$ cat config.mk
export PLATFORM = sky130hd
export DESIGN_NAME = lane_line_track_matcher
export DESIGN_NICKNAME = d
export VERILOG_FILES = /design/src/rtl/lltm_pkg.sv /design/src/rtl/lane_line_track_matcher.sv /design/src/rtl/lltm_slot_mem.sv /design/src/rtl/lltm_dist_stage.sv
export SDC_FILE = /design/constraint.sdc
export NUM_CORES = 2
export LEC_CHECK = 0
export BUFFER_PORTS_ARGS = -buffer_cell sky130_fd_sc_hd__buf_4
export CORE_MARGIN = 3
export CORE_UTILIZATION = 40
export DETAILED_ROUTE_END_ITERATION = 10
export PLACE_DENSITY_LB_ADDON = 0.12
export SLEW_MARGIN = 20
export SYNTH_ARGS = -nofsm -noshare
export SYNTH_HDL_FRONTEND = slang
export SYNTH_SLANG_ARGS = --single-unit
$ cat constraint.sdc
create_clock -name aclk -period 6.61 [get_ports aclk]
set_input_delay 0.661 -clock aclk [delete_from_list [all_inputs] [get_ports aclk]]
set_output_delay 0.661 -clock aclk [all_outputs]
set_load 0.01 [all_outputs]
$ cat src/rtl/lltm_pkg.sv
// Shared sizes, types and codes of the lane line track matcher.
// Used by every module of the block; depends on nothing.
package lltm_pkg;

    localparam int SLOTS      = 32;
    localparam int LINES      = 2;
    localparam int SLOT_W     = (SLOTS > 1) ? $clog2(SLOTS) : 1;
    localparam int LIDX_W     = (LINES > 1) ? $clog2(LINES) : 1;
    localparam int LOAD_W     = $clog2(LINES + 1);
    localparam int USES_W     = $clog2(LINES + 1);
    localparam int RHO_W      = 16;
    localparam int THETA_W    = 15;
    localparam int CNT_W      = 6;
    localparam int THR_W      = 16;
    localparam int DIST_W     = 22;
    localparam int CFG_IDX_W  = 2;
    localparam int CFG_DATA_W = 16;

    localparam logic [CFG_IDX_W-1:0] REG_MATCH_THRESHOLD = 2'd0;
    localparam logic [CFG_IDX_W-1:0] REG_COUNT_CEILING   = 2'd1;

    localparam logic [1:0] OUT_MATCHED  = 2'd0;
    localparam logic [1:0] OUT_INSERTED = 2'd1;
    localparam logic [1:0] OUT_DROPPED  = 2'd2;
    localparam logic [1:0] OUT_DISABLED = 2'd3;

    typedef struct packed {
        logic              en;
        logic [SLOT_W-1:0] addr;
    } rd_req_t;

    typedef struct packed {
        logic              en;
        logic [SLOT_W-1:0] addr;
        logic [CNT_W-1:0]  data;
    } cnt_wr_t;

    typedef struct packed {
        logic               en;
        logic [SLOT_W-1:0]  addr;
        logic [RHO_W-1:0]   rho;
        logic [THETA_W-1:0] theta;
    } line_wr_t;

    typedef struct packed {
        logic [CNT_W-1:0]   cnt;
        logic [RHO_W-1:0]   rho;
        logic [THETA_W-1:0] theta;
    } slot_rd_t;

endpackage

$ cat src/rtl/lane_line_track_matcher.sv
// Lane line track matcher: top level with frame buffer, greedy pairing control and output.
// Depends on lltm_pkg, lltm_slot_mem and lltm_dist_stage.
//
// A line request that is not last gives no result. The last line of a frame starts
// matching: with n buffered lines there are up to n+1 scan rounds over the slot memory,
// each followed by a pick step, then an append pass over all LINES buffer entries that
// appends unpaired lines, an update pass over the ordered lines, and a count sweep over
// all slots. The scans read one slot at a time through the single read port of the slot
// memory. Then n results follow, one a cycle while the consumer takes them. Input is not
// taken again until the last result is loaded.
module lane_line_track_matcher (
    input  logic                              aclk,
    input  logic                              aresetn,
    input  logic                              cfg_wr_en,
    input  logic [lltm_pkg::CFG_IDX_W-1:0]    cfg_wr_index,
    input  logic [lltm_pkg::CFG_DATA_W-1:0]   cfg_wr_data,
    input  logic                              s_valid,
    output logic                              s_ready,
    input  logic signed [15:0]                s_line_rho,
    input  logic signed [14:0]                s_line_theta,
    input  logic                              s_line_enable,
    input  logic                              s_last_line,
    output logic                              m_valid,
    input  logic                              m_ready,
    output logic [2:0]                        m_line_index,
    output logic [5:0]                        m_slot_index,
    output logic [1:0]                        m_outcome,
    output logic [5:0]                        m_slot_count,
    output logic                              m_last_result
);
    import lltm_pkg::*;

    typedef enum logic [6:0] {
        ST_IDLE   = 7'b0000001,
        ST_SCAN   = 7'b0000010,
        ST_PICK   = 7'b0000100,
        ST_APPEND = 7'b0001000,
        ST_APPLY  = 7'b0010000,
        ST_SWEEP  = 7'b0100000,
        ST_OUT    = 7'b1000000
    } state_t;

    state_t state_reg, state_next;

    logic [THR_W-1:0]  thr_reg, thr_next;
    logic [CNT_W-1:0]  ceil_reg, ceil_next;
    logic [LOAD_W-1:0] loaded_reg, loaded_next;
    logic [SLOT_W:0]   addr_reg, addr_next;
    logic [LOAD_W-1:0] k_reg, k_next;
    logic [LOAD_W-1:0] norder_reg, norder_next;
    logic              rd_vld_reg, rd_vld_next;
    logic [SLOT_W-1:0] rd_slot_reg, rd_slot_next;

    logic [LINES-1:0][RHO_W-1:0]   buf_rho_reg, buf_rho_next;
    logic [LINES-1:0][THETA_W-1:0] buf_theta_reg, buf_theta_next;
    logic [LINES-1:0]              buf_en_reg, buf_en_next;

    logic [LINES-1:0]              done_reg, done_next;
    logic [LINES-1:0]              found_reg, found_next;
    logic [LINES-1:0][DIST_W-1:0]  best_d_reg, best_d_next;
    logic [LINES-1:0][SLOT_W-1:0]  best_s_reg, best_s_next;
    logic [LINES-1:0][1:0]         res_out_reg, res_out_next;
    logic [LINES-1:0][SLOT_W-1:0]  res_slot_reg, res_slot_next;
    logic [LINES-1:0][CNT_W-1:0]   res_cnt_reg, res_cnt_next;
    logic [LINES-1:0][LIDX_W-1:0]  order_reg, order_next;

    logic [SLOTS-1:0]              taken_reg, taken_next;
    logic [SLOTS-1:0]              low_reg, low_next;
    logic [SLOTS-1:0]              used_reg, used_next;
    logic [SLOTS-1:0][USES_W-1:0]  uses_reg, uses_next;

    logic              m_valid_reg, m_valid_next;
    logic [2:0]        m_line_index_reg, m_line_index_next;
    logic [5:0]        m_slot_index_reg, m_slot_index_next;
    logic [1:0]        m_outcome_reg, m_outcome_next;
    logic [5:0]        m_slot_count_reg, m_slot_count_next;
    logic              m_last_result_reg, m_last_result_next;

    rd_req_t                     rd_req;
    cnt_wr_t                     cnt_wr;
    line_wr_t                    line_wr;
    slot_rd_t                    rd_data;
    logic                        d_vld;
    logic [SLOT_W-1:0]           d_slot;
    logic [CNT_W-1:0]            d_cnt;
    logic [LINES-1:0][DIST_W-1:0] d_dist;

    logic [DIST_W-1:0] thr32;
    logic              pick_found;
    logic [LIDX_W-1:0] pick_j;
    logic [DIST_W-1:0] pick_d;
    logic [SLOT_W-1:0] pick_s;
    logic              free_found;
    logic [SLOT_W-1:0] free_s;
    logic [CNT_W+USES_W+1:0] sum_cnt;
    logic [CNT_W+USES_W+1:0] dec_cnt;
    logic [CNT_W-1:0]  new_cnt;
    logic              out_load;

    lltm_slot_mem u_mem (
        .aclk    (aclk),
        .aresetn (aresetn),
        .rd_req  (rd_req),
        .cnt_wr  (cnt_wr),
        .line_wr (line_wr),
        .rd_data (rd_data)
    );

    lltm_dist_stage u_dist (
        .aclk       (aclk),
        .aresetn    (aresetn),
        .in_vld     (rd_vld_reg && (state_reg == ST_SCAN)),
        .in_slot    (rd_slot_reg),
        .in_data    (rd_data),
        .line_rho   (buf_rho_reg),
        .line_theta (buf_theta_reg),
        .out_vld    (d_vld),
        .out_slot   (d_slot),
        .out_cnt    (d_cnt),
        .out_dist   (d_dist)
    );

    assign thr32 = DIST_W'({thr_reg, 5'b0});

    // Smallest found distance over the lines; ties go to the lowest line.
    always_comb begin
        pick_found = 1'b0;
        pick_j     = '0;
        pick_d     = '0;
        pick_s     = '0;
        for (int j = 0; j < LINES; j++) begin
            if (found_reg[j] && (!pick_found || best_d_reg[j] < pick_d)) begin
                pick_found = 1'b1;
                pick_j     = LIDX_W'(j);
                pick_d     = best_d_reg[j];
                pick_s     = best_s_reg[j];
            end
        end
    end

    // A slot is free for an insertion while its decremented count is still zero or less.
    always_comb begin
        free_found = 1'b0;
        free_s     = '0;
        for (int s = SLOTS - 1; s >= 0; s--) begin
            if (low_reg[s] && !used_reg[s]) begin
                free_found = 1'b1;
                free_s     = SLOT_W'(s);
            end
        end
    end

    always_comb begin
        sum_cnt = (CNT_W+USES_W+2)'(rd_data.cnt)
                + (CNT_W+USES_W+2)'({uses_reg[rd_slot_reg], 1'b0});
        dec_cnt = sum_cnt - (CNT_W+USES_W+2)'(1);
        if (sum_cnt == '0) begin
            new_cnt = '0;
        end else if (dec_cnt > (CNT_W+USES_W+2)'(ceil_reg)) begin
            new_cnt = ceil_reg;
        end else begin
            new_cnt = dec_cnt[CNT_W-1:0];
        end
    end

    assign s_ready  = (state_reg == ST_IDLE);
    assign out_load = (state_reg == ST_OUT) && (k_reg < loaded_reg)
                   && (!m_valid_reg || m_ready);

    always_comb begin
        logic [LIDX_W-1:0] l;
        logic [LIDX_W-1:0] kl;
        logic [LOAD_W-1:0] n_new;
        state_next     = state_reg;
        thr_next       = thr_reg;
        ceil_next      = ceil_reg;
        loaded_next    = loaded_reg;
        addr_next      = addr_reg;
        k_next         = k_reg;
        norder_next    = norder_reg;
        rd_vld_next    = 1'b0;
        rd_slot_next   = addr_reg[SLOT_W-1:0];
        buf_rho_next   = buf_rho_reg;
        buf_theta_next = buf_theta_reg;
        buf_en_next    = buf_en_reg;
        done_next      = done_reg;
        found_next     = found_reg;
        best_d_next    = best_d_reg;
        best_s_next    = best_s_reg;
        res_out_next   = res_out_reg;
        res_slot_next  = res_slot_reg;
        res_cnt_next   = res_cnt_reg;
        order_next     = order_reg;
        taken_next     = taken_reg;
        low_next       = low_reg;
        used_next      = used_reg;
        uses_next      = uses_reg;
        m_valid_next       = m_valid_reg;
        m_line_index_next  = m_line_index_reg;
        m_slot_index_next  = m_slot_index_reg;
        m_outcome_next     = m_outcome_reg;
        m_slot_count_next  = m_slot_count_reg;
        m_last_result_next = m_last_result_reg;
        rd_req   = '0;
        cnt_wr   = '0;
        line_wr  = '0;
        l        = order_reg[k_reg[LIDX_W-1:0]];
        kl       = k_reg[LIDX_W-1:0];
        n_new    = loaded_reg;

        if (cfg_wr_en) begin
            case (cfg_wr_index)
                REG_MATCH_THRESHOLD: thr_next  = cfg_wr_data[THR_W-1:0];
                REG_COUNT_CEILING:   ceil_next = cfg_wr_data[CNT_W-1:0];
                default: ;
            endcase
        end

        if (m_valid_reg && m_ready) begin
            m_valid_next = 1'b0;
        end

        if ((state_reg == ST_SCAN || state_reg == ST_SWEEP)
                && addr_reg < (SLOT_W+1)'(SLOTS)) begin
            rd_req.en   = 1'b1;
            rd_req.addr = addr_reg[SLOT_W-1:0];
            rd_vld_next = 1'b1;
            addr_next   = addr_reg + (SLOT_W+1)'(1);
        end

        case (state_reg)
            ST_IDLE: begin
                if (s_valid) begin
                    if (loaded_reg < LOAD_W'(LINES)) begin
                        buf_rho_next[loaded_reg[LIDX_W-1:0]]   = s_line_rho;
                        buf_theta_next[loaded_reg[LIDX_W-1:0]] = s_line_theta;
                        buf_en_next[loaded_reg[LIDX_W-1:0]]    = s_line_enable;
                        n_new = loaded_reg + LOAD_W'(1);
                    end
                    loaded_next = n_new;
                    if (s_last_line) begin
                        for (int j = 0; j < LINES; j++) begin
                            done_next[j]     = (LOAD_W'(j) >= n_new) || !buf_en_next[j];
                            res_out_next[j]  = OUT_DISABLED;
                            res_slot_next[j] = '0;
                            res_cnt_next[j]  = '0;
                        end
                        found_next  = '0;
                        norder_next = '0;
                        taken_next  = '0;
                        used_next   = '0;
                        uses_next   = '0;
                        addr_next   = '0;
                        state_next  = ST_SCAN;
                    end
                end
            end
            ST_SCAN: begin
                if (d_vld) begin
                    low_next[d_slot] = (d_cnt <= CNT_W'(1));
                    if (d_cnt != '0 && !taken_reg[d_slot]) begin
                        for (int j = 0; j < LINES; j++) begin
                            if (!done_reg[j]
                                    && (!found_reg[j] || d_dist[j] < best_d_reg[j])) begin
                                found_next[j]  = 1'b1;
                                best_d_next[j] = d_dist[j];
                                best_s_next[j] = d_slot;
                            end
                        end
                    end
                end
                if (addr_reg == (SLOT_W+1)'(SLOTS) && !rd_vld_reg && !d_vld) begin
                    state_next = ST_PICK;
                end
            end
            ST_PICK: begin
                if (pick_found) begin
                    done_next[pick_j]  = 1'b1;
                    taken_next[pick_s] = 1'b1;
                    if (pick_d <= thr32) begin
                        res_out_next[pick_j]  = OUT_MATCHED;
                        res_slot_next[pick_j] = pick_s;
                    end else begin
                        res_out_next[pick_j] = OUT_INSERTED;
                    end
                    order_next[norder_reg[LIDX_W-1:0]] = pick_j;
                    norder_next = norder_reg + LOAD_W'(1);
                    found_next  = '0;
                    addr_next   = '0;
                    state_next  = ST_SCAN;
                end else begin
                    k_next     = '0;
                    state_next = ST_APPEND;
                end
            end
            ST_APPEND: begin
                // Enabled lines left unpaired become insertions in line order.
                if (k_reg < loaded_reg && !done_reg[kl]) begin
                    res_out_next[kl] = OUT_INSERTED;
                    order_next[norder_reg[LIDX_W-1:0]] = kl;
                    norder_next = norder_reg + LOAD_W'(1);
                end
                if (k_reg == LOAD_W'(LINES - 1)) begin
                    k_next     = '0;
                    state_next = ST_APPLY;
                end else begin
                    k_next = k_reg + LOAD_W'(1);
                end
            end
            ST_APPLY: begin
                if (k_reg < norder_reg) begin
                    k_next = k_reg + LOAD_W'(1);
                    if (res_out_reg[l] == OUT_MATCHED) begin
                        line_wr.en   = 1'b1;
                        line_wr.addr = res_slot_reg[l];
                    end else if (free_found) begin
                        line_wr.en       = 1'b1;
                        line_wr.addr     = free_s;
                        res_slot_next[l] = free_s;
                    end else begin
                        res_out_next[l]  = OUT_DROPPED;
                        res_slot_next[l] = '0;
                    end
                    line_wr.rho   = buf_rho_reg[l];
                    line_wr.theta = buf_theta_reg[l];
                    if (line_wr.en) begin
                        used_next[line_wr.addr] = 1'b1;
                        uses_next[line_wr.addr] = uses_reg[line_wr.addr] + USES_W'(1);
                    end
                end else begin
                    addr_next  = '0;
                    state_next = ST_SWEEP;
                end
            end
            ST_SWEEP: begin
                if (rd_vld_reg) begin
                    cnt_wr.en   = 1'b1;
                    cnt_wr.addr = rd_slot_reg;
                    cnt_wr.data = new_cnt;
                    for (int j = 0; j < LINES; j++) begin
                        if (res_slot_reg[j] == rd_slot_reg
                                && (res_out_reg[j] == OUT_MATCHED
                                    || res_out_reg[j] == OUT_INSERTED)) begin
                            res_cnt_next[j] = new_cnt;
                        end
                    end
                end
                if (addr_reg == (SLOT_W+1)'(SLOTS) && !rd_vld_reg) begin
                    k_next     = '0;
                    state_next = ST_OUT;
                end
            end
            ST_OUT: begin
                if (out_load) begin
                    m_valid_next       = 1'b1;
                    m_line_index_next  = 3'(k_reg);
                    m_slot_index_next  = 6'(res_slot_reg[kl]);
                    m_outcome_next     = res_out_reg[kl];
                    m_slot_count_next  = res_cnt_reg[kl];
                    m_last_result_next = (k_reg + LOAD_W'(1) == loaded_reg);
                    k_next             = k_reg + LOAD_W'(1);
                    if (k_reg + LOAD_W'(1) == loaded_reg) begin
                        loaded_next = '0;
                        state_next  = ST_IDLE;
                    end
                end
            end
            default: begin
                state_next = ST_IDLE;
            end
        endcase
    end

    always_ff @(posedge aclk) begin
        if (!aresetn) begin
            state_reg   <= ST_IDLE;
            thr_reg     <= THR_W'(1200);
            ceil_reg    <= CNT_W'(25);
            loaded_reg  <= '0;
            addr_reg    <= '0;
            k_reg       <= '0;
            norder_reg  <= '0;
            rd_vld_reg  <= 1'b0;
            done_reg    <= '0;
            found_reg   <= '0;
            taken_reg   <= '0;
            used_reg    <= '0;
            uses_reg    <= '0;
            m_valid_reg <= 1'b0;
        end else begin
            state_reg   <= state_next;
            thr_reg     <= thr_next;
            ceil_reg    <= ceil_next;
            loaded_reg  <= loaded_next;
            addr_reg    <= addr_next;
            k_reg       <= k_next;
            norder_reg  <= norder_next;
            rd_vld_reg  <= rd_vld_next;
            done_reg    <= done_next;
            found_reg   <= found_next;
            taken_reg   <= taken_next;
            used_reg    <= used_next;
            uses_reg    <= uses_next;
            m_valid_reg <= m_valid_next;
        end
    end

    always_ff @(posedge aclk) begin
        rd_slot_reg       <= rd_slot_next;
        buf_rho_reg       <= buf_rho_next;
        buf_theta_reg     <= buf_theta_next;
        buf_en_reg        <= buf_en_next;
        best_d_reg        <= best_d_next;
        best_s_reg        <= best_s_next;
        res_out_reg       <= res_out_next;
        res_slot_reg      <= res_slot_next;
        res_cnt_reg       <= res_cnt_next;
        order_reg         <= order_next;
        low_reg           <= low_next;
        m_line_index_reg  <= m_line_index_next;
        m_slot_index_reg  <= m_slot_index_next;
        m_outcome_reg     <= m_outcome_next;
        m_slot_count_reg  <= m_slot_count_next;
        m_last_result_reg <= m_last_result_next;
    end

    assign m_valid       = m_valid_reg;
    assign m_line_index  = m_line_index_reg;
    assign m_slot_index  = m_slot_index_reg;
    assign m_outcome     = m_outcome_reg;
    assign m_slot_count  = m_slot_count_reg;
    assign m_last_result = m_last_result_reg;

    a_onehot_state: assert property (@(posedge aclk) disable iff (!aresetn)
        $onehot(state_reg))
        else $error("state register is not one-hot");

    a_no_count_write_in_scan: assert property (@(posedge aclk) disable iff (!aresetn)
        (state_reg == ST_SCAN) |-> !cnt_wr.en)
        else $error("count memory written during a scan round");

    a_unused_slot_zero: assert property (@(posedge aclk) disable iff (!aresetn)
        (m_valid && (m_outcome == OUT_DROPPED || m_outcome == OUT_DISABLED))
            |-> (m_slot_index == '0 && m_slot_count == '0))
        else $error("dropped or disabled result carries a slot");

    a_line_write_only_in_apply: assert property (@(posedge aclk) disable iff (!aresetn)
        line_wr.en |-> (state_reg == ST_APPLY))
        else $error("line memory written outside the update phase");

endmodule

$ cat src/rtl/lltm_slot_mem.sv
// Slot store: confidence count memory and line parameter memory, one read port.
// Depends on lltm_pkg; counts of never-written slots read as zero.
module lltm_slot_mem (
    input  logic               aclk,
    input  logic               aresetn,
    input  lltm_pkg::rd_req_t  rd_req,
    input  lltm_pkg::cnt_wr_t  cnt_wr,
    input  lltm_pkg::line_wr_t line_wr,
    output lltm_pkg::slot_rd_t rd_data
);
    import lltm_pkg::*;

    logic [CNT_W-1:0]   cnt_mem   [SLOTS];
    logic [RHO_W-1:0]   rho_mem   [SLOTS];
    logic [THETA_W-1:0] theta_mem [SLOTS];
    logic [SLOTS-1:0]   cnt_valid_reg;
    logic [CNT_W-1:0]   cnt_q_reg;
    logic               vld_q_reg;
    logic [RHO_W-1:0]   rho_q_reg;
    logic [THETA_W-1:0] theta_q_reg;

    always_ff @(posedge aclk) begin
        if (cnt_wr.en) begin
            cnt_mem[cnt_wr.addr] <= cnt_wr.data;
        end
        if (line_wr.en) begin
            rho_mem[line_wr.addr]   <= line_wr.rho;
            theta_mem[line_wr.addr] <= line_wr.theta;
        end
        if (rd_req.en) begin
            cnt_q_reg   <= cnt_mem[rd_req.addr];
            vld_q_reg   <= cnt_valid_reg[rd_req.addr];
            rho_q_reg   <= rho_mem[rd_req.addr];
            theta_q_reg <= theta_mem[rd_req.addr];
        end
    end

    always_ff @(posedge aclk) begin
        if (!aresetn) begin
            cnt_valid_reg <= '0;
        end else if (cnt_wr.en) begin
            cnt_valid_reg[cnt_wr.addr] <= 1'b1;
        end
    end

    assign rd_data.cnt   = vld_q_reg ? cnt_q_reg : '0;
    assign rd_data.rho   = rho_q_reg;
    assign rd_data.theta = theta_q_reg;

endmodule

$ cat src/rtl/lltm_dist_stage.sv
// Registered distance stage: 32*|drho| + 25*|dtheta| between one slot and every line.
// Depends on lltm_pkg.
module lltm_dist_stage (
    input  logic                                        aclk,
    input  logic                                        aresetn,
    input  logic                                        in_vld,
    input  logic [lltm_pkg::SLOT_W-1:0]                 in_slot,
    input  lltm_pkg::slot_rd_t                          in_data,
    input  logic [lltm_pkg::LINES-1:0][lltm_pkg::RHO_W-1:0]   line_rho,
    input  logic [lltm_pkg::LINES-1:0][lltm_pkg::THETA_W-1:0] line_theta,
    output logic                                        out_vld,
    output logic [lltm_pkg::SLOT_W-1:0]                 out_slot,
    output logic [lltm_pkg::CNT_W-1:0]                  out_cnt,
    output logic [lltm_pkg::LINES-1:0][lltm_pkg::DIST_W-1:0]  out_dist
);
    import lltm_pkg::*;

    logic [LINES-1:0][DIST_W-1:0] line_dist;
    logic                         vld_reg;
    logic [SLOT_W-1:0]            slot_reg;
    logic [CNT_W-1:0]             cnt_reg;
    logic [LINES-1:0][DIST_W-1:0] dist_reg;

    always_comb begin
        for (int j = 0; j < LINES; j++) begin
            logic signed [RHO_W:0]   drho;
            logic signed [THETA_W:0] dth;
            logic [RHO_W:0]          arho;
            logic [THETA_W:0]        ath;
            drho = $signed({line_rho[j][RHO_W-1], line_rho[j]})
                 - $signed({in_data.rho[RHO_W-1], in_data.rho});
            dth  = $signed({line_theta[j][THETA_W-1], line_theta[j]})
                 - $signed({in_data.theta[THETA_W-1], in_data.theta});
            arho = drho[RHO_W] ? (RHO_W+1)'(-drho) : (RHO_W+1)'(drho);
            ath  = dth[THETA_W] ? (THETA_W+1)'(-dth) : (THETA_W+1)'(dth);
            line_dist[j] = DIST_W'({arho[RHO_W-1:0], 5'b0})
                         + DIST_W'({ath[THETA_W-1:0], 4'b0})
                         + DIST_W'({ath[THETA_W-1:0], 3'b0})
                         + DIST_W'(ath[THETA_W-1:0]);
        end
    end

    always_ff @(posedge aclk) begin
        if (!aresetn) begin
            vld_reg <= 1'b0;
        end else begin
            vld_reg <= in_vld;
        end
    end

    always_ff @(posedge aclk) begin
        slot_reg <= in_slot;
        cnt_reg  <= in_data.cnt;
        dist_reg <= line_dist;
    end

    assign out_vld  = vld_reg;
    assign out_slot = slot_reg;
    assign out_cnt  = cnt_reg;
    assign out_dist = dist_reg;

endmodule

Yosys cells after proc, flatten, opt, wreduce, memory -nomap -nowiden
Memory sizes are Yosys's and may differ from the RTL's. A register that Yosys moved wholly into a read port is not among the register bits.
Index checks and enable logic that the tools add are counted.
Widths: inputs -> output; s select.
{ "op_classes": {"n_div": 0, "reduce_logical": 145, "bitwise_logic": 17, "n_shift": 0, "eq_ne": 38, "add_sub_neg": 21, "n_mux": 245, "mul": 0, "magnitude_cmp": 32} }
{ "ops": {"columns": ["cell", "count"], "rows": [
  ["$mux 64", 4],
  ["$mux 5", 40],
  ["$mux 32", 5],
  ["$pmux 32 s2", 2],
  ["$pmux 64 s2", 1],
  ["$mux 6", 17],
  ["$or 32x32->32", 3],
  ["$mux 16", 5],
  ["$mux 15", 5],
  ["$mux 37", 2],
  ["$mux 2", 36],
  ["$mux 10", 7],
  ["$lt 22x22->1", 3],
  ["$bwmux 32", 2],
  ["$bwmux 64", 1],
  ["$mux 12", 5],
  ["$mux 1", 58],
  ["$mux 7", 8],
  ["$logic_and 1x1->1", 55],
  ["$pmux 7 s7", 1],
  ["$add 21x19->22", 2],
  ["$add 22x15->22", 2],
  ["$add 22x18->22", 2],
  ["$logic_not 1->1", 44],
  ["74 further kinds", 188]
]} }
{ "totals": {"ram_bits": 1184, "latchBits": 0, "ff_bits": 463, "out_inout_bits": 20, "rom_bits": 0, "n_memories": 3, "in_bits": 56} }
{ "memory_table": {"columns": ["memory", "words", "width", "rd", "rd_ports_with_merged_regs", "wr", "line", "text"], "rows": [
  ["u_mem.rho_mem", 32, 16, 1, 1, 1, "lltm_slot_mem.sv:14", "logic [RHO_W-1:0] rho_mem [SLOTS];"],
  ["u_mem.theta_mem", 32, 15, 1, 1, 1, "lltm_slot_mem.sv:15", "logic [THETA_W-1:0] theta_mem [SLOTS];"],
  ["u_mem.cnt_mem", 32, 6, 1, 1, 1, "lltm_slot_mem.sv:13", "logic [CNT_W-1:0] cnt_mem [SLOTS];"]
]} }

Depth between registers and ports, before layout
{ "depth": {"word_depth": 46, "ltp_mapped": 34} }

Cells and area by module
From an unflattened synthesis, not the netlist that was laid out.
{ "hier_totals": {"cells_unflattened": 5670, "area_unflattened_um2": 76002.9} }
{ "modules_own_cells": {"columns": ["module", "cells_each", "seq_area_each_um2", "area_each_um2", "instances"], "rows": [
  ["lltm_slot_mem", 2763, 37335.8, 48676.7, 1],
  ["lane_line_track_matcher", 1938, 9429.0, 19263.5, 1],
  ["lltm_dist_stage", 969, 1121.1, 8062.7, 1]
]} }

Worst setup path after synthesis
No wires, ideal clock.
{ "synth_timing": {"kind": "register to register", "from": "register found_reg[0]", "to": "register res_slot_reg[0] in the netlist's numbering (enable)", "setup_ns": 0.390, "t_arrival_ns": 6.724, "setup_slack_ns": -0.503, "period_less_slack_ns": 7.113, "stages_incl_launch_ff": 32, "cell_sequence": "dfxtp_1 > clkbuf_1 > clkbuf_1 > buf_1 > nand2_1 > ha_1 > a21o_1 > a21o_1 > a21o_1 > a21o_1 > a21o_1 > a21o_1 > a221o_1 > a21oi_1 > clkbuf_1 > clkbuf_1 > clkbuf_1 > nand2_1 > o21ai_0 > ha_1 > a21o_1 > a221o_1 > a21o_1 > a21oi_1 > o21ai_0 > a21o_1 > a21o_1 > a21oi_1 > a21oi_1 > a211oi_1 > nor2_1 > nor3_1"} }
{ "synth_via": {"elab_chain_len": 8, "word_cells_on_any_way": 12} }
{ "synth_lines": {"columns": ["item", "line", "text"], "rows": [
  ["from (decl)", "lane_line_track_matcher.sv:59", "logic [LINES-1:0] found_reg, found_next;"],
  ["from (signal assigned)", "lane_line_track_matcher.sv:400", "found_reg <= found_next;"],
  ["$mux 22 / $mux 1 (equally long branches)", "lane_line_track_matcher.sv:132", "if (found_reg[j] && (!pick_found || best_d_reg[j] < pick_d)) begin"],
  ["$lt 22x22->1 / $logic_not 1->1 (equally long branches)", "lane_line_track_matcher.sv:132", null],
  ["$logic_or 1x1->1", "lane_line_track_matcher.sv:132", null],
  ["$logic_and 1x1->1", "lane_line_track_matcher.sv:132", null],
  ["$mux 22", "lane_line_track_matcher.sv:132", null],
  ["$le 22x21->1", "lane_line_track_matcher.sv:280", "if (pick_d <= thr32) begin"],
  ["$ne 2x2->1 (no source line)", null, null],
  ["$reduce_and 7->1 (no source line) *", null, null],
  ["to (signal assigned)", "lane_line_track_matcher.sv:416", "res_slot_reg <= res_slot_next;"],
  ["to (decl)", "lane_line_track_matcher.sv:63", "logic [LINES-1:0][SLOT_W-1:0] res_slot_reg, res_slot_next;"]
]} }
Every way passes the cells marked *; elsewhere a longest branch is shown, timed or not.
A chain may end at the register's enable or synchronous reset.

==> metrics list <==
- Clock tree from TritonCTS: done
* Clock skew after layout: between 0.04 and 0.05 ns
* Post-synthesis sequential element count: 1684
- Multi-input logic area: around 26000 um2
- Largest register FFs: about 500
* Fraction of final layout cells with drive strength greater than 1: between 10% and 20%
* Post-DR vias/cell: about 5.5
- Normalized max-slew margin: 24.2%
- Cell types occupying the most area after synthesis: sky130_fd_sc_hd__edfxtp_1 (57%), sky130_fd_sc_hd__mux4_2 (10%), sky130_fd_sc_hd__dfxtp_1 (7.2%)
- Post-synthesis area per instance: roughly 14 um2
- Worst Path Max Fanout: 2
* Core ar.: about 190000 um2
* Initial Util: approximately 40%
* Critical Path End Type: register
- Net switching share of the total power: approximately a third
* Clock-pin slew on the worst setup and hold paths: around 0.06 ns
- Sequential fraction of design power: 33.0%
* Number of warning messages in the yosys log: 0
- Growth of design area from synthesis to finish: 15.8%
- Type of the setup path with the least slack: register to register
- Hold Path Sink: buf_theta_reg[1]
* Total half-perimeter wirelength after legalization and detailed placement: roughly 130000 um
* Global-route wire length before repair: just over 300000 um
* Final period util: 96.0%
- Max-cap violations in this run came to 0.
* Routed length per placed instance: 25.2 um
- Actual transition at the worst max-transition pin: roughly 1.1 ns
- Most frequent cells after synthesis: sky130_fd_sc_hd__edfxtp_1 (1416), sky130_fd_sc_hd__nand2_1 (685), sky130_fd_sc_hd__nor2_1 (341)
- Final weighted congestion of routability-driven global placement: a little under 0.9
* Hold path cells: 1
* Overflow left after global routing: 0
- The clock passes through at most 3 buffers.
* EDFF count, synth: around 1400
* Max Transition Viols Final: 0
- Required time of the critical path: 7.34 ns
- Setup violations remaining at the end of the flow were counted as 0.
* Clock latency on the worst-skew pair: 0.85 ns
- The detailed router finished its first iteration with ~3500 violations.
* Gate power share: 39.8%
- Pin placement for this block handled between 70 and 80 I/O pins.
- At the end of the flow the core is filled with cells to between 40% and 50%.
- The worst register-to-register path ends at u_dist.out_dist[41].
* Largest Register: u_mem.rho_mem
* DRC viols: 0
- The min-delay analysis places its worst path in the category primary input to register.
- For this design the static power due to leakage is approximately 0.032 uW.
- The initial antenna violation count came to 7.
- Counting cells, the worst reg-to-reg path comes to 33.
- Diode insertion count for antenna repair: 0
- Derived from the worst setup path, the maximum achievable clock frequency is 158 MHz.
- STA puts the critical path data arrival time at around 7.1 ns.
- Measured along the y axis, the die boundary spans about 440 um.
* Switching power summed over all nets: between 10000 and 15000 uW
- Count leader, synth: sky130_fd_sc_hd__edfxtp_1
- The largest registers in the layout are u_mem.rho_mem (512), u_mem.theta_mem (480), u_mem.cnt_mem (192).
- 1st-pass router iterations: 7
- The setup check on the worst reg-to-reg path leaves a slack of around 0.26 ns.
- Shortest period the worst path allows: approximately 6.3 ns
- Setup repair after global routing could not meet its margin everywhere.
- Critical path origin: buf_rho_reg[16]
- Final hold violation count: 0
* Pwr per Cell Area: about 430 nW/um2
- Sequential-to-total area share from yosys stat: between 60% and 70%
* Count of input and output buffers: 73
* Count of fill cells added during filler insertion: between 15000 and 20000
* Launching element type of the critical path: register
- Pin count of the biggest net entering global routing: 94
- Largest incremental delay on the critical path: 0.57 ns
- sky130_fd_sc_hd__edfxtp_1 takes more of the synthesized area than any other cell.
- The clock drives roughly 1700 sinks.
- Relative contribution of the clock network to total power: 27.3%
* Dominant register cell in the synthesized netlist: sky130_fd_sc_hd__edfxtp_1
* Post-Syn Area: about 75000 um2
- Share of the synthesized area in the top cell type: a little under three fifths
- Global-route usage over all layers: between 20 and 25%
- Vias in the first global route: approximately 46000
- Worst IR drop on VDD: ~0.00085 V
- The netlist uses 85 different library cells.
* # rows: 158
- Cell Int Power: about 25000 uW
* Detailed-route via count: 45100
* Routed Antenna Nets: 0
* Clk root buf: sky130_fd_sc_hd__clkbuf_16
- The sequential cells in the finished layout cover a total of roughly 48000 um2.
- The die covers about 190000 um2.
* Nets: approximately 5900
- Post-synthesis async set-or-reset flop share: 0%
- The die is roughly 440 um wide.
* Clock buffers created by TritonCTS: 182
- After detailed routing, the total wire length is around 210000 um.
- The startpoint identified for the worst hold timing path is s_line_theta[1].
- Library cell contributing the largest single delay on the critical path: sky130_fd_sc_hd__fa_1
- The clock tree synthesis step divided the H-tree into 4 levels.
- Outcome: finished clean
- Post-Route Hold Slack: approximately 0.068 ns
* Start of the worst register-to-register path: buf_rho_reg[16]
- Counting every instance in the synthesized netlist gives between 5000 and 6000.
-- what timing repair did --
| item | in CTS | in global routing |
|---|---|---|
| endpoints found under the hold margin | 42 | 0 |
| setup endpoints to repair | 13 | 16 |
| pin swaps | 5 | 55 |
| hold buffers | 22 | 0 |
| gates resized for setup | 24 | 59 |
| setup buffers | 1 | 9 |
-- routing by layer --
layer / GRT usage, % / part of all wire (%) / up-vias
met2: 34.7 / 47 / 1160
met4: 6.53 / 2.8 / 0
met5: 0 / 0 / -
li1: - / - / 20500
met1: 30.4 / 45 / 23100
met3: 2.96 / 4.9 / 292
-- worst max-delay path: cells and delay by family (launching register included) --
family	cells	cell delay, ns
mux	1	0.12
flops	1	0.39
compound gates	17	2.70
fa+ha+maj	5	1.84
buf+inv	4	0.33
simple gates	4	0.51
xor+xnor	2	0.34
-- cells by family after synthesis --
| group | Yosys count | synth area share (%) |
|---|---|---|
| muxes | 392 | 10.9 |
| and+or+nand+nor | 1697 | 10.4 |
| other | 1 | 0.00500 |
| AOI/OAI and AO/OA | 656 | 5.68 |
| xor gates and xnor gates | 150 | 1.76 |
| DFF | 1684 | 63.9 |
| buffers and inverters | 461 | 2.40 |
| adders and majority gates | 268 | 5.02 |
-- per-stage QoR --
stage          instances  TNS (ns)  power [uW]  area, um2  worst slack (ns)
2_1_floorplan       5310         0       21600      75000           0.00492
3_5_place_dp        7852     -3.50       26000      80300            -0.502
4_1_cts             8213         0       36500      86600           0.00131
6_report            8222         0       37200      86800             0.262
3_3_place_gp        7852     -2.72       25900      80300            -0.378
5_1_grt             8222    -0.321       40000      86800            -0.120
-- area by class of cell --
| cell class | instances | share of cell area (%) |
|---|---|---|
| Tap cell | 2480 | 3.57 |
| Clock inverter | 101 | 1.28 |
| Inverter | 219 | 0.947 |
| Timing Repair Buffer | 336 | 3.43 |
| Clock buffer | 237 | 5.56 |
| Multi-Input combinational cell | 3165 | 30.1 |
| Sequential cell | 1684 | 55.1 |
-- layout by cell type (no fill, tap or decap), types with 45 or more instances in the layout --
cell                           n
sky130_fd_sc_hd__buf_4       282
sky130_fd_sc_hd__ha_1        210
sky130_fd_sc_hd__nand2_1     679
sky130_fd_sc_hd__edfxtp_1   1416
sky130_fd_sc_hd__xnor2_1      98
sky130_fd_sc_hd__o21a_1       57
sky130_fd_sc_hd__nor2_1      307
sky130_fd_sc_hd__a21oi_1      90
sky130_fd_sc_hd__xor2_1       45
sky130_fd_sc_hd__a21o_1       53
sky130_fd_sc_hd__fa_1         53
sky130_fd_sc_hd__o21ai_0     142
sky130_fd_sc_hd__mux4_2      333
sky130_fd_sc_hd__clkbuf_1     49
sky130_fd_sc_hd__dfxtp_1     267
sky130_fd_sc_hd__inv_1       216
sky130_fd_sc_hd__clkbuf_16   183
sky130_fd_sc_hd__nor2b_1      59
sky130_fd_sc_hd__nand3_1     286
sky130_fd_sc_hd__nor3_1       59
-- power groups by stage --
stage / logic (uW) / clock network, uW / registers [uW]
3_3_place_gp: 13400 / 0 / 12500
4_1_cts: 13800 / 10400 / 12300
3_5_place_dp: 13500 / 0 / 12500
2_1_floorplan: 9210 / 0 / 12400
5_1_grt: 16900 / 10800 / 12300
6_report: 14800 / 10100 / 12300
-- how the worst max path moves through the flow --
stage | to | slack (ns)
final | u_dist.out_dist[41] | 0.26
after CTS | u_dist.out_dist[42] | 0.001
after global placement | u_dist.out_dist[43] | -0.38
after floorplan | u_dist.out_dist[20] | 0.005
after global routing | u_dist.out_dist[41] | -0.12
after detailed placement | u_dist.out_dist[43] | -0.50
Power figures use the tool's default switching activity.
